File: config.mk
export PLATFORM = sky130hd
export DESIGN_NAME = traffic_light_sequencer_with_preemption
export DESIGN_NICKNAME = d
export VERILOG_FILES = /design/src/rtl/tls_pkg.sv /design/src/rtl/tls_core.sv /design/src/rtl/traffic_light_sequencer_with_preemption.sv
export SDC_FILE = /design/constraint.sdc
export NUM_CORES = 1
export LEC_CHECK = 0
export ABC_AREA = 1
export ABC_CLOCK_PERIOD_IN_PS = 5000
export BUFFER_PORTS_ARGS = -buffer_cell sky130_fd_sc_hd__buf_2
export CAP_MARGIN = 20
export CORE_ASPECT_RATIO = 0.75
export CORE_UTILIZATION = 59
export CTS_CLUSTER_SIZE = 25
export DETAILED_ROUTE_END_ITERATION = 10
export PLACE_DENSITY = 0.81
export SYNTH_ARGS = -nofsm -noshare
export SYNTH_HDL_FRONTEND = slang
export SYNTH_HIERARCHICAL = 1
export SYNTH_SLANG_ARGS = --single-unit
File: constraint.sdc
create_clock -name clk -period 5 [get_ports clk]
set_clock_uncertainty 0.1 [all_clocks]
set_input_delay 0 -clock clk [delete_from_list [all_inputs] [get_ports clk]]
set_output_delay 0 -clock clk [all_outputs]
set_load 0.03 [all_outputs]
File: src/rtl/tls_pkg.sv
`default_nettype none

package tls_pkg;

	localparam int CntW = 16;
	localparam int CfgW = 16;
	localparam int CmpW = (CntW + 1 > CfgW) ? CntW + 1 : CfgW;

	localparam logic [CfgW-1:0] ShortReset = CfgW'(43);
	localparam logic [CfgW-1:0] LongReset  = CfgW'(43 * 5);

	// configuration register indexes
	localparam logic REG_SHORT = 1'b0;
	localparam logic REG_LONG  = 1'b1;

	// phase codes, as reported on phase_now
	localparam logic [3:0] PH_B_GREEN   = 4'd0;
	localparam logic [3:0] PH_B1_AMBER  = 4'd1;
	localparam logic [3:0] PH_M1_AMB_A  = 4'd2;
	localparam logic [3:0] PH_M_GREEN   = 4'd3;
	localparam logic [3:0] PH_M1_AMB_B  = 4'd4;
	localparam logic [3:0] PH_T1_AMB_A  = 4'd5;
	localparam logic [3:0] PH_T_GREEN   = 4'd6;
	localparam logic [3:0] PH_T1_AMB_B  = 4'd7;
	localparam logic [3:0] PH_TO_RED    = 4'd8;
	localparam logic [3:0] PH_ALL_RED   = 4'd9;
	localparam logic [3:0] PH_TO_START  = 4'd10;
	localparam logic [3:0] PH_ALL_AMBER = 4'd11;

	// pending request bits
	localparam int PEND_B = 0;
	localparam int PEND_M = 1;
	localparam int PEND_T = 2;

	typedef struct packed {
		logic car_t;
		logic car_m;
		logic car_n;
		logic car_b;
		logic emerg_t;
		logic emerg_m;
		logic emerg_b;
		logic tick;
	} item_t;

	typedef struct packed {
		logic       decided;
		logic [3:0] phase_now;
		logic [7:0] green_mask;
		logic [7:0] amber_mask;
		logic [7:0] red_mask;
	} result_t;

	typedef struct packed {
		logic [3:0] phase;
		logic [2:0] pend;
	} status_t;

	typedef struct packed {
		logic [7:0] red;
		logic [7:0] amber;
		logic [7:0] green;
		logic       is_long;
	} lamps_t;

	// lamp masks, bit0..7 = B1,B2,N1,N2,M1,M2,T1,T2
	function automatic lamps_t phase_lamps(input logic [3:0] ph);
		lamps_t l;
		unique case (ph)
			PH_B_GREEN:   l = '{8'h54, 8'h00, 8'hAB, 1'b1};
			PH_B1_AMBER:  l = '{8'h54, 8'h01, 8'hAA, 1'b0};
			PH_M1_AMB_A:  l = '{8'h45, 8'h10, 8'hAA, 1'b0};
			PH_M_GREEN:   l = '{8'h45, 8'h00, 8'hBA, 1'b1};
			PH_M1_AMB_B:  l = '{8'h45, 8'h10, 8'hAA, 1'b0};
			PH_T1_AMB_A:  l = '{8'h15, 8'h40, 8'hAA, 1'b0};
			PH_T_GREEN:   l = '{8'h15, 8'h00, 8'hEA, 1'b1};
			PH_T1_AMB_B:  l = '{8'h15, 8'h40, 8'hAA, 1'b0};
			PH_TO_RED:    l = '{8'h55, 8'hAA, 8'h00, 1'b0};
			PH_ALL_RED:   l = '{8'hFF, 8'h00, 8'h00, 1'b1};
			PH_TO_START:  l = '{8'h54, 8'hAB, 8'h00, 1'b0};
			PH_ALL_AMBER: l = '{8'h00, 8'hFF, 8'h00, 1'b0};
			default:      l = '{8'h54, 8'h00, 8'hAB, 1'b1};
		endcase
		return l;
	endfunction

endpackage

`default_nettype wire

File: src/rtl/tls_core.sv
`default_nettype none

module tls_core import tls_pkg::*; (
	input  wire logic            clk,
	input  wire logic            arst_n,
	input  wire logic            advance,
	input  wire item_t           item,
	input  wire logic [CfgW-1:0] short_ticks,
	input  wire logic [CfgW-1:0] long_ticks,
	output result_t              res,
	output status_t              st
);

	logic [3:0]      phase_q;
	logic [CntW-1:0] ticks_q;
	logic [2:0]      pend_q;

	logic [2:0]      pend;
	logic [2:0]      pend_next;
	logic [3:0]      phase_next;
	logic [CntW-1:0] ticks_next;
	logic [CntW:0]   nxt;
	logic [CfgW-1:0] dur;
	logic            ends;
	logic            traffic;
	logic            any_vehicle;
	lamps_t          cur;
	lamps_t          shown;

	always_comb begin
		pend        = pend_q | {item.emerg_t, item.emerg_m, item.emerg_b};
		traffic     = item.car_t | item.car_n | item.car_m;
		any_vehicle = traffic | item.car_b;
		cur         = phase_lamps(phase_q);
		dur         = cur.is_long ? long_ticks : short_ticks;
		nxt         = {1'b0, ticks_q} + (CntW+1)'(1);

		// a preempting request ends any phase but all-amber before the tick counts
		priority if (phase_q > PH_ALL_AMBER) begin
			ends = 1'b1;
		end else if (phase_q != PH_ALL_AMBER && pend != 3'b000) begin
			ends = 1'b1;
		end else if (item.tick) begin
			ends = (CmpW'(nxt) >= CmpW'(dur)) || (CmpW'(nxt) >= CmpW'({CntW{1'b1}}));
		end else begin
			ends = 1'b0;
		end

		if (ends)
			ticks_next = '0;
		else if (item.tick)
			ticks_next = nxt[CntW-1:0];
		else
			ticks_next = ticks_q;

		pend_next  = pend;
		phase_next = phase_q;
		if (ends) begin
			unique case (phase_q)
				PH_B_GREEN: begin
					if (pend[PEND_B]) begin
						pend_next[PEND_B] = 1'b0;
						phase_next = PH_B_GREEN;
					end else if (pend != 3'b000) begin
						phase_next = PH_ALL_AMBER;
					end else begin
						phase_next = traffic ? PH_B1_AMBER : PH_B_GREEN;
					end
				end
				PH_M_GREEN: begin
					if (pend[PEND_M]) begin
						pend_next[PEND_M] = 1'b0;
						phase_next = PH_M_GREEN;
					end else if (pend != 3'b000) begin
						phase_next = PH_ALL_AMBER;
					end else begin
						phase_next = traffic ? PH_M1_AMB_B : PH_M_GREEN;
					end
				end
				PH_T_GREEN: begin
					if (pend[PEND_T]) begin
						pend_next[PEND_T] = 1'b0;
						phase_next = PH_T_GREEN;
					end else if (pend != 3'b000) begin
						phase_next = PH_ALL_AMBER;
					end else begin
						phase_next = traffic ? PH_T1_AMB_B : PH_T_GREEN;
					end
				end
				PH_B1_AMBER, PH_M1_AMB_A, PH_M1_AMB_B, PH_T1_AMB_A, PH_T1_AMB_B,
				PH_TO_RED: begin
					phase_next = (pend != 3'b000) ? PH_ALL_AMBER : phase_q + 4'd1;
				end
				PH_TO_START: begin
					phase_next = (pend != 3'b000) ? PH_ALL_AMBER : PH_B_GREEN;
				end
				PH_ALL_RED: begin
					if (pend != 3'b000)
						phase_next = PH_ALL_AMBER;
					else
						phase_next = any_vehicle ? PH_TO_START : PH_ALL_RED;
				end
				PH_ALL_AMBER: begin
					// serve B first, then M, then T
					priority if (pend[PEND_B]) begin
						pend_next[PEND_B] = 1'b0;
						phase_next = PH_B_GREEN;
					end else if (pend[PEND_M]) begin
						pend_next[PEND_M] = 1'b0;
						phase_next = PH_M_GREEN;
					end else if (pend[PEND_T]) begin
						pend_next[PEND_T] = 1'b0;
						phase_next = PH_T_GREEN;
					end else begin
						phase_next = PH_B_GREEN;
					end
				end
				default: phase_next = PH_B_GREEN;
			endcase
		end

		shown         = phase_lamps(phase_next);
		res.red_mask   = shown.red;
		res.amber_mask = shown.amber;
		res.green_mask = shown.green;
		res.phase_now  = phase_next;
		res.decided    = ends;

		st.phase = phase_q;
		st.pend  = pend_q;
	end

	always_ff @(posedge clk or negedge arst_n) begin
		if (!arst_n) begin
			phase_q <= PH_B_GREEN;
			ticks_q <= '0;
			pend_q  <= 3'b000;
		end else if (advance) begin
			phase_q <= phase_next;
			ticks_q <= ticks_next;
			pend_q  <= pend_next;
		end
	end

endmodule

`default_nettype wire

File: src/rtl/traffic_light_sequencer_with_preemption.sv
// channel  dir  handshake          payload
// s_       in   s_tvalid/s_tready  s_tdata: tick, emergency b/m/t, vehicle b/n/m/t
// m_       out  m_tvalid/m_tready  m_tdata: red, amber, green masks, phase, decided
// cfg_     in   cfg_we             cfg_index, cfg_data (short_ticks, long_ticks)
//
// One item per clock sustained while results are taken; each item passes through
// the input register and then the result register.
// The phase step is one pass of logic between the two registers.
// A stalled result holds in the output register while an empty input register still
// takes a new item; the step runs once the result is free or being taken.
// arst_n clears phase, tick count, pending requests and both valid flags.
`default_nettype none

module traffic_light_sequencer_with_preemption import tls_pkg::*; (
	input  wire logic            clk,
	input  wire logic            arst_n,
	input  wire logic            s_tvalid,
	output logic                 s_tready,
	input  wire logic [7:0]      s_tdata,   // tick, emerg_b, emerg_m, emerg_t, car_b,
	                                        // car_n, car_m, car_t
	output logic                 m_tvalid,
	input  wire logic            m_tready,
	output logic [31:0]          m_tdata,   // red_mask[7:0], amber_mask[15:8], green_mask[23:16],
	                                        // phase_now[27:24], decided[28], zeros
	input  wire logic            cfg_we,
	input  wire logic            cfg_index,
	input  wire logic [CfgW-1:0] cfg_data
);

	item_t           item_s1;
	logic            valid_s1;
	result_t         res_q;
	logic            out_valid_q;
	logic [CfgW-1:0] short_q;
	logic [CfgW-1:0] long_q;

	logic            advance;
	logic            s_xfer;
	result_t         step_res;
	status_t         st;

	assign advance  = valid_s1 && (!out_valid_q || m_tready);
	assign s_tready = !valid_s1 || advance;
	assign s_xfer   = s_tvalid && s_tready;
	assign m_tvalid = out_valid_q;
	assign m_tdata  = {3'b000, res_q};

	tls_core u_core (
		.clk         (clk),
		.arst_n      (arst_n),
		.advance     (advance),
		.item        (item_s1),
		.short_ticks (short_q),
		.long_ticks  (long_q),
		.res         (step_res),
		.st          (st)
	);

	always_ff @(posedge clk or negedge arst_n) begin
		if (!arst_n) begin
			valid_s1    <= 1'b0;
			out_valid_q <= 1'b0;
		end else begin
			if (s_xfer)
				valid_s1 <= 1'b1;
			else if (advance)
				valid_s1 <= 1'b0;
			if (advance)
				out_valid_q <= 1'b1;
			else if (m_tready)
				out_valid_q <= 1'b0;
		end
	end

	always_ff @(posedge clk) begin
		if (s_xfer)
			item_s1 <= item_t'(s_tdata);
		if (advance)
			res_q <= step_res;
	end

	always_ff @(posedge clk or negedge arst_n) begin
		if (!arst_n) begin
			short_q <= ShortReset;
			long_q  <= LongReset;
		end else if (cfg_we) begin
			unique case (cfg_index)
				REG_SHORT: short_q <= cfg_data;
				REG_LONG:  long_q  <= cfg_data;
				default:   ;
			endcase
		end
	end

`ifndef SYNTH
	a_phase_range: assert property (@(posedge clk) disable iff (!arst_n)
		m_tvalid |-> res_q.phase_now <= PH_ALL_AMBER)
		else $error("result phase out of range");

	a_hold_phase: assert property (@(posedge clk) disable iff (!arst_n)
		advance && !step_res.decided |-> step_res.phase_now == st.phase)
		else $error("phase moved without a decision");

	a_amber_pending: assert property (@(posedge clk) disable iff (!arst_n)
		advance && step_res.decided && step_res.phase_now == PH_ALL_AMBER
		|=> st.pend != 3'b000)
		else $error("all-amber entered with no request pending");

	a_ready_when_free: assert property (@(posedge clk) disable iff (!arst_n)
		!out_valid_q |-> s_tready)
		else $error("input stalled with result register empty");
`endif

endmodule

`default_nettype wire
## Yosys cells after proc, flatten, opt, wreduce, memory -nomap -nowiden

Memories as Yosys holds them, arrays and structs flattened. A register that Yosys moved wholly into a read port is not among the register bits.
Cells that the tools add are included.
W data, S select, Z words.

- ROM bits: 768
- Input port bits: 30
- Memories kept: 2
- Register bits after elaboration: 78
- Logic and storage cells: 94
- Output and inout bits: 34

- Magnitude comparators: 3
- Eq/ne operators: 12
- Bitwise gates (word level): 5
- $add $sub $neg: 2
- Muxes and demuxes: 34
- Reductions and logical operators: 18

Memory list:

| name | depth | bits a word | read ports | clocked after memory_dff | write ports | line | RTL |
|---|---|---|---|---|---|---|---|
| (no name shown) | 16 | 24 | 1 | 0 | 0 | tls_pkg.sv:69 | `unique case (ph)` |
| (no name shown) | 16 | 24 | 1 | 1 | 0 | tls_pkg.sv:69 |  |

Operators by type and width:

| kind | number |
|---|---|
| $mux W16 | 3 |
| $mux W4 | 11 |
| $pmux W4 S7 | 1 |
| $add A16 B1 Y17 const B | 1 |
| $ge A17 B16 Y1 | 1 |
| $ge A17 B16 Y1 const B | 1 |
| $eq A4 B3 Y1 const B | 4 |
| $eq A4 B4 Y1 const B | 4 |
| $mux W3 | 4 |
| $mux W1 | 11 |
| $eq A4 B2 Y1 const B | 2 |
| $reduce_and A2 Y1 | 3 |
| $reduce_bool A2 Y1 | 3 |
| $reduce_or A6 Y1 | 1 |
| $add A4 B1 Y4 const B | 1 |
| $eq A4 B1 Y1 const B | 1 |
| $gt A4 B4 Y1 const B | 1 |
| $logic_not A4 Y1 | 1 |
| $mux W2 | 2 |
| $ne A4 B4 Y1 const B | 1 |
| $pmux W1 S2 | 2 |
| $logic_and A1 B1 Y1 | 3 |
| $logic_or A1 B1 Y1 | 3 |
| $or A1 B1 Y1 | 3 |
| other kinds (5) | 6 |

## Longest topological paths before layout

An unclocked memory read counts as a cell.

- Depth in word-level cells: 9
- Depth in mapped cells: 27
- Depth with buffers taken out: 26

## By module

Netlist, hierarchy kept.

By module, submodules not included:

| module | area each (um^2) | instances | sequential area each (um^2) | cells each |
|---|---|---|---|---|
| tls_core | 2,692.6 | 1 | 575.6 | 404 |
| traffic_light_sequencer_with_preemption | 2,560.0 | 1 | 1,974.4 | 193 |

## Worst setup path before layout

Ideal clock, no wire load.

- Kind: register -> register
- Start: reg u_core.phase_q[0]
- End: reg m_tdata[3] (netlist name)
- Data required time: 4.772 ns
- Arrival: 3.629 ns
- Setup slack: 1.143 ns
- Path buffers: 2
- Period minus slack after synthesis: 3.857 ns
- Setup time: 0.128 ns
- Cell stages (with the launch flop): 27
- Cells stage by stage: dfrtp_1 inv_1 ha_1 nor3_1 a21oi_1 o21ai_1 buf_2 mux2i_1 ha_1 nand2_1 inv_1 nand2_1 nand2_1 nand2_1 nand3_1 nand2_1 nand2_1 nand2_1 nand2_1 nand2_1 nand3_4 nand2_8 nand2_2 o21ai_4 nand2_2 nor3_1 buf_4

- Word-level cells in the longest chain between the ends: 8
- Elaborated cells between the ends (all ways): 27
- Classes of those cells: 1 x add/sub; 2 x order compare; 12 x eq/ne; 7 x mux; 4 x reduce/logical; 1 x memory

RTL lines:

| what | line | RTL |
|---|---|---|
| start: declaration | tls_core.sv:14 | `logic [3:0] phase_q;` |
| start signal: assignment | tls_core.sv:139 | `phase_q <= phase_next;` |
| $mem_v2 Z16 W24 | -- |  |
| $mux W16 | tls_core.sv:35 | `dur = cur.is_long ? long_ticks : short_ticks;` |
| $ge A17 B16 Y1 | tls_core.sv:44 | `ends = (CmpW'(nxt) >= CmpW'(dur)) \|\| (CmpW'(nxt) >= CmpW'({CntW{1'b1}}));` |
| $logic_or A1 B1 Y1 | tls_core.sv:44 |  |
| $mux W1 | tls_core.sv:43 | `end else if (item.tick) begin` |
| $mux W1 | tls_core.sv:41 | `end else if (phase_q != PH_ALL_AMBER && pend != 3'b000) begin` |
| $mux W1 | tls_core.sv:39 | `priority if (phase_q > PH_ALL_AMBER) begin` |
| $mux W4 * | tls_core.sv:58 | `if (ends) begin` |

Mark *: on every way between the ends. The rest lies on a longest branch, timed or not.
A chain may end at the register's enable or synchronous reset.

## Worst setup path in the final report

- Start: reg u_core.phase_q[0]
- End: reg m_tdata[5] (netlist name)

- Word-level cells in the longest chain between the ends: 8
- Elaborated cells between the ends (all ways): 27
- Classes of those cells: 1 x add/sub; 2 x order compare; 12 x eq/ne; 7 x mux; 4 x reduce/logical; 1 x memory

RTL lines:

| what | line |
|---|---|
| $mem_v2 Z16 W24 | -- |
| $mux W16 | tls_core.sv:35 |
| $ge A17 B16 Y1 | tls_core.sv:44 |
| $logic_or A1 B1 Y1 | tls_core.sv:44 |
| $mux W1 | tls_core.sv:43 |
| $mux W1 | tls_core.sv:41 |
| $mux W1 | tls_core.sv:39 |
| $mux W4 * | tls_core.sv:58 |

Marked as above.

==> flow_metrics.tcl <==
set metrics [dict create \
    ys_seq_area_frac 0.485 \
    die_h_um 83.7 \
    final_hold_viol_count 0 \
    synth.ff_latch_count 94 \
    placed_area_sq_um 5530 \
    gp_congestion 0.939 \
    finalSetupViolCount 0 \
    drv_cap 0 \
    cts_htree_levels 3 \
    tns_ns 0 \
    cp_cell_sequence "inv_1 -> ha_1 -> nor3_1 -> a21oi_1 -> o21ai_2 -> buf_4 -> mux2i_1 -> ha_1 -> nand2_1 -> nor2_1 -> nand3b_1 -> nand3_1 -> nand2_1 -> nand2_1 -> nand2_1 -> nand2_1 -> nand2_1 -> nand3_4 -> nand2_8 -> o21ai_4 -> nand2_2 -> nor3_1" \
    ys_types 46 \
    viasPerCell 5.62 \
    cp-end-kind "register" \
    layout_commonest_cell "nand2_1" \
    leakagePower_uw 0.00287 \
    hpwl_um 8020 \
    required_ns 4.98 \
    relSlewSlack 0.522 \
    port-buffer-count 60 \
    arrival_ns 4.14 \
    die_area_sq_um 9290 \
    clock_sinks 94 \
    grt_max_degree 58 \
    grt_pass1_vias 4107 \
    cts_buffers 9 \
    min_path_type "input port to register" \
    cp-start-kind "register" \
    grt_use_total 0.279 \
    violations "DRC" \
    synth_warnings 6 \
    cts_tree "done" \
    wl_um 12200 \
    crit_path_frequent_cell "nand2_1" \
    criticalPathCategory "register to register" \
    cp_num_buf_inv 2 \
    critPathMaxStageDelay_ns 0.46 \
    netlist_instances 597 \
    drive_above_1_share 0.201 \
    cp_max_fo 18 \
    clk_latency_ns 0.35 \
    finalCriticalPeriod_ns 4.15 \
    pwr_density_cell_nw_per_um2 572 \
    rows 29 \
    coreArea_sq_um 8560 \
    antenna_left 0 \
    fin_util 0.718 \
    syn_to_final_growth_pct 17.1 \
    layout_common_cells "161 x nand2_1, 69 x nand3_1, 60 x buf_2" \
    ys_async_sr_fraction 0.606 \
    ff_latch_area_sq_um 2550 \
    antenna_found_initial 0 \
    dr.first_iter.drc_count 485 \
    nFillCells 636 \
    cts_root_buffer "clkbuf_16" \
    status "finished with violations" \
    critPathSlowestCell "dfrtp_1" \
    report.final.slew_viol_count 0 \
    clock_path_buffers 2 \
    postCtsResizedCells 0 \
    wl_per_cell_um 15.5 \
    ys_dominant_reg_cell "dfrtp_1" \
    worst_pin_slew_ns 0.717 \
    rsz0062_at_grt "no" \
    vdd_ir_drop_max_mv 0.341 \
    period_share 0.831 \
    n_antenna_cell 0 \
    clk_pin_slew_ns 0.07 \
    design_area_sq_um 6150 \
    drtPass1Iterations 8 \
    initial_core_util 0.613 \
    io_pins 64 \
    synth_edf_count 37 \
    die_w_um 111 \
    avgSynthCellArea_sq_um 8.80 \
    gr-total-overflow 0 \
    layout.nets 730 \
    synthesis.area_sq_um 5250 \
    vias 4445 \
    hold_buffers 32 \
    multi_input_comb_area_sq_um 2300 \
    cts_setup_buffers 0 \
    post-route-drc-count 10 \
    max_freq_mhz 241 \
    grt_pass1_wl_um 20100 \
    critPathTopFamily "simple AND/OR/NAND/NOR gates" \
]
## cell usage after synthesis (all sizes together), types with 2 or more instances
cell type  number  area [sq um]
a21oi          17          88.8
buf            25           196
clkbuf          2          7.51
conb            2          7.51
dfrtp          47          1180
dfstp          10           263
edfxtp         37          1110
ha             22           275
inv            57           219
mux2i          15           150
nand2         180           761
nand3          72           383
nand3b          4          30.0
nand4           9          56.3
nor2           46           205
nor3            5          25.0
o2111ai         2          17.5
o21ai          26           141
o22ai           6          37.5
## logic make-up after synthesis
family / after synthesis / synth area share
AO/OA/AOI/OAI: 60 / 0.0677
buffers and inverters: 85 / 0.0815
flip-flops: 94 / 0.485
AND/OR/NAND/NOR: 317 / 0.279
other: 2 / 0.00143
multiplexers: 16 / 0.0307
XOR/XNOR: 1 / 0.00167
adder cells (fa/ha/maj): 22 / 0.0524
## state kept, by name, indices dropped and copies added, names as in the netlist
signal and flops:
u_core/pend_q 3, m_tvalid 1, valid_s1 1, item_s1 8, u_core/phase_q 4, long_q 16
m_tdata 29, short_q 16, u_core/ticks_q 16
## worst reg2reg max path, stage by stage, from the launching register on
cell	delay, ns
dfrtp_1	0.46
inv_1	0.13
ha_1	0.26
nor3_1	0.20
a21oi_1	0.07
o21ai_2	0.06
buf_4	0.29
mux2i_1	0.13
ha_1	0.31
nand2_1	0.07
nor2_1	0.20
nand3b_1	0.10
nand3_1	0.09
nand2_1	0.06
nand2_1	0.06
nand2_1	0.05
nand2_1	0.06
nand2_1	0.08
nand3_4	0.14
nand2_8	0.14
o21ai_4	0.27
nand2_2	0.16
nor3_1	0.42
## final timing paths
path                                   startpoint                  to  slack [ns]  cells past startpoint
worst min register to register         short_q[3]          short_q[3]        0.37                      2
worst max-delay path            u_core/phase_q[0]          m_tdata[5]        0.85                     22
worst max register to register  u_core/phase_q[0]          m_tdata[5]        0.85                     22
max in group asynchronous                  arst_n  u_core/ticks_q[10]        4.10                      3
min in group asynchronous                  arst_n           long_q[5]        0.22                      3
worst min-delay path                    cfg_index           long_q[2]        0.02                      3
## metal layers
layer | wire length, um | global-route usage | up-vias | share of wire
met5 | 0 | 0 | - | 0
met4 | 219 | 0.0922 | 0 | 0.018
met3 | 1020 | 0.0704 | 25 | 0.083
met2 | 5590 | 0.428 | 192 | 0.46
met1 | 5420 | 0.388 | 2086 | 0.44
li1 | - | - | 2142 | -
## metrics by stage
step / cells / hold WS, ns / power [uW] / worst slack (ns)
floorplan: 599 / -0.396 / 2530 / 1.14
global placement: 743 / 0.0752 / 2720 / 1.16
detailed placement: 743 / 0.0781 / 2790 / 0.935
CTS: 791 / 0.0135 / 3500 / 0.905
global route: 791 / 0.0321 / 3710 / 0.504
finish: 791 / 0.0230 / 3510 / 0.845
## layout make-up
cell class	instances	area share
Multi-Input combinational cell	420	0.374
Timing Repair Buffer	95	0.105
Sequential cell	94	0.415
Clock inverter	7	0.0120
Inverter	58	0.0364
Clock buffer	9	0.0366
Tap cell	108	0.0220
## power breakdown
group	total (uW)	internal (uW)	switching [uW]	leakage (uW)
clock network	684	388	295	0.000142
registers	1190	1090	94.3	0.00106
logic	1640	521	1120	0.00168
Power figures use the tool's default switching activity.
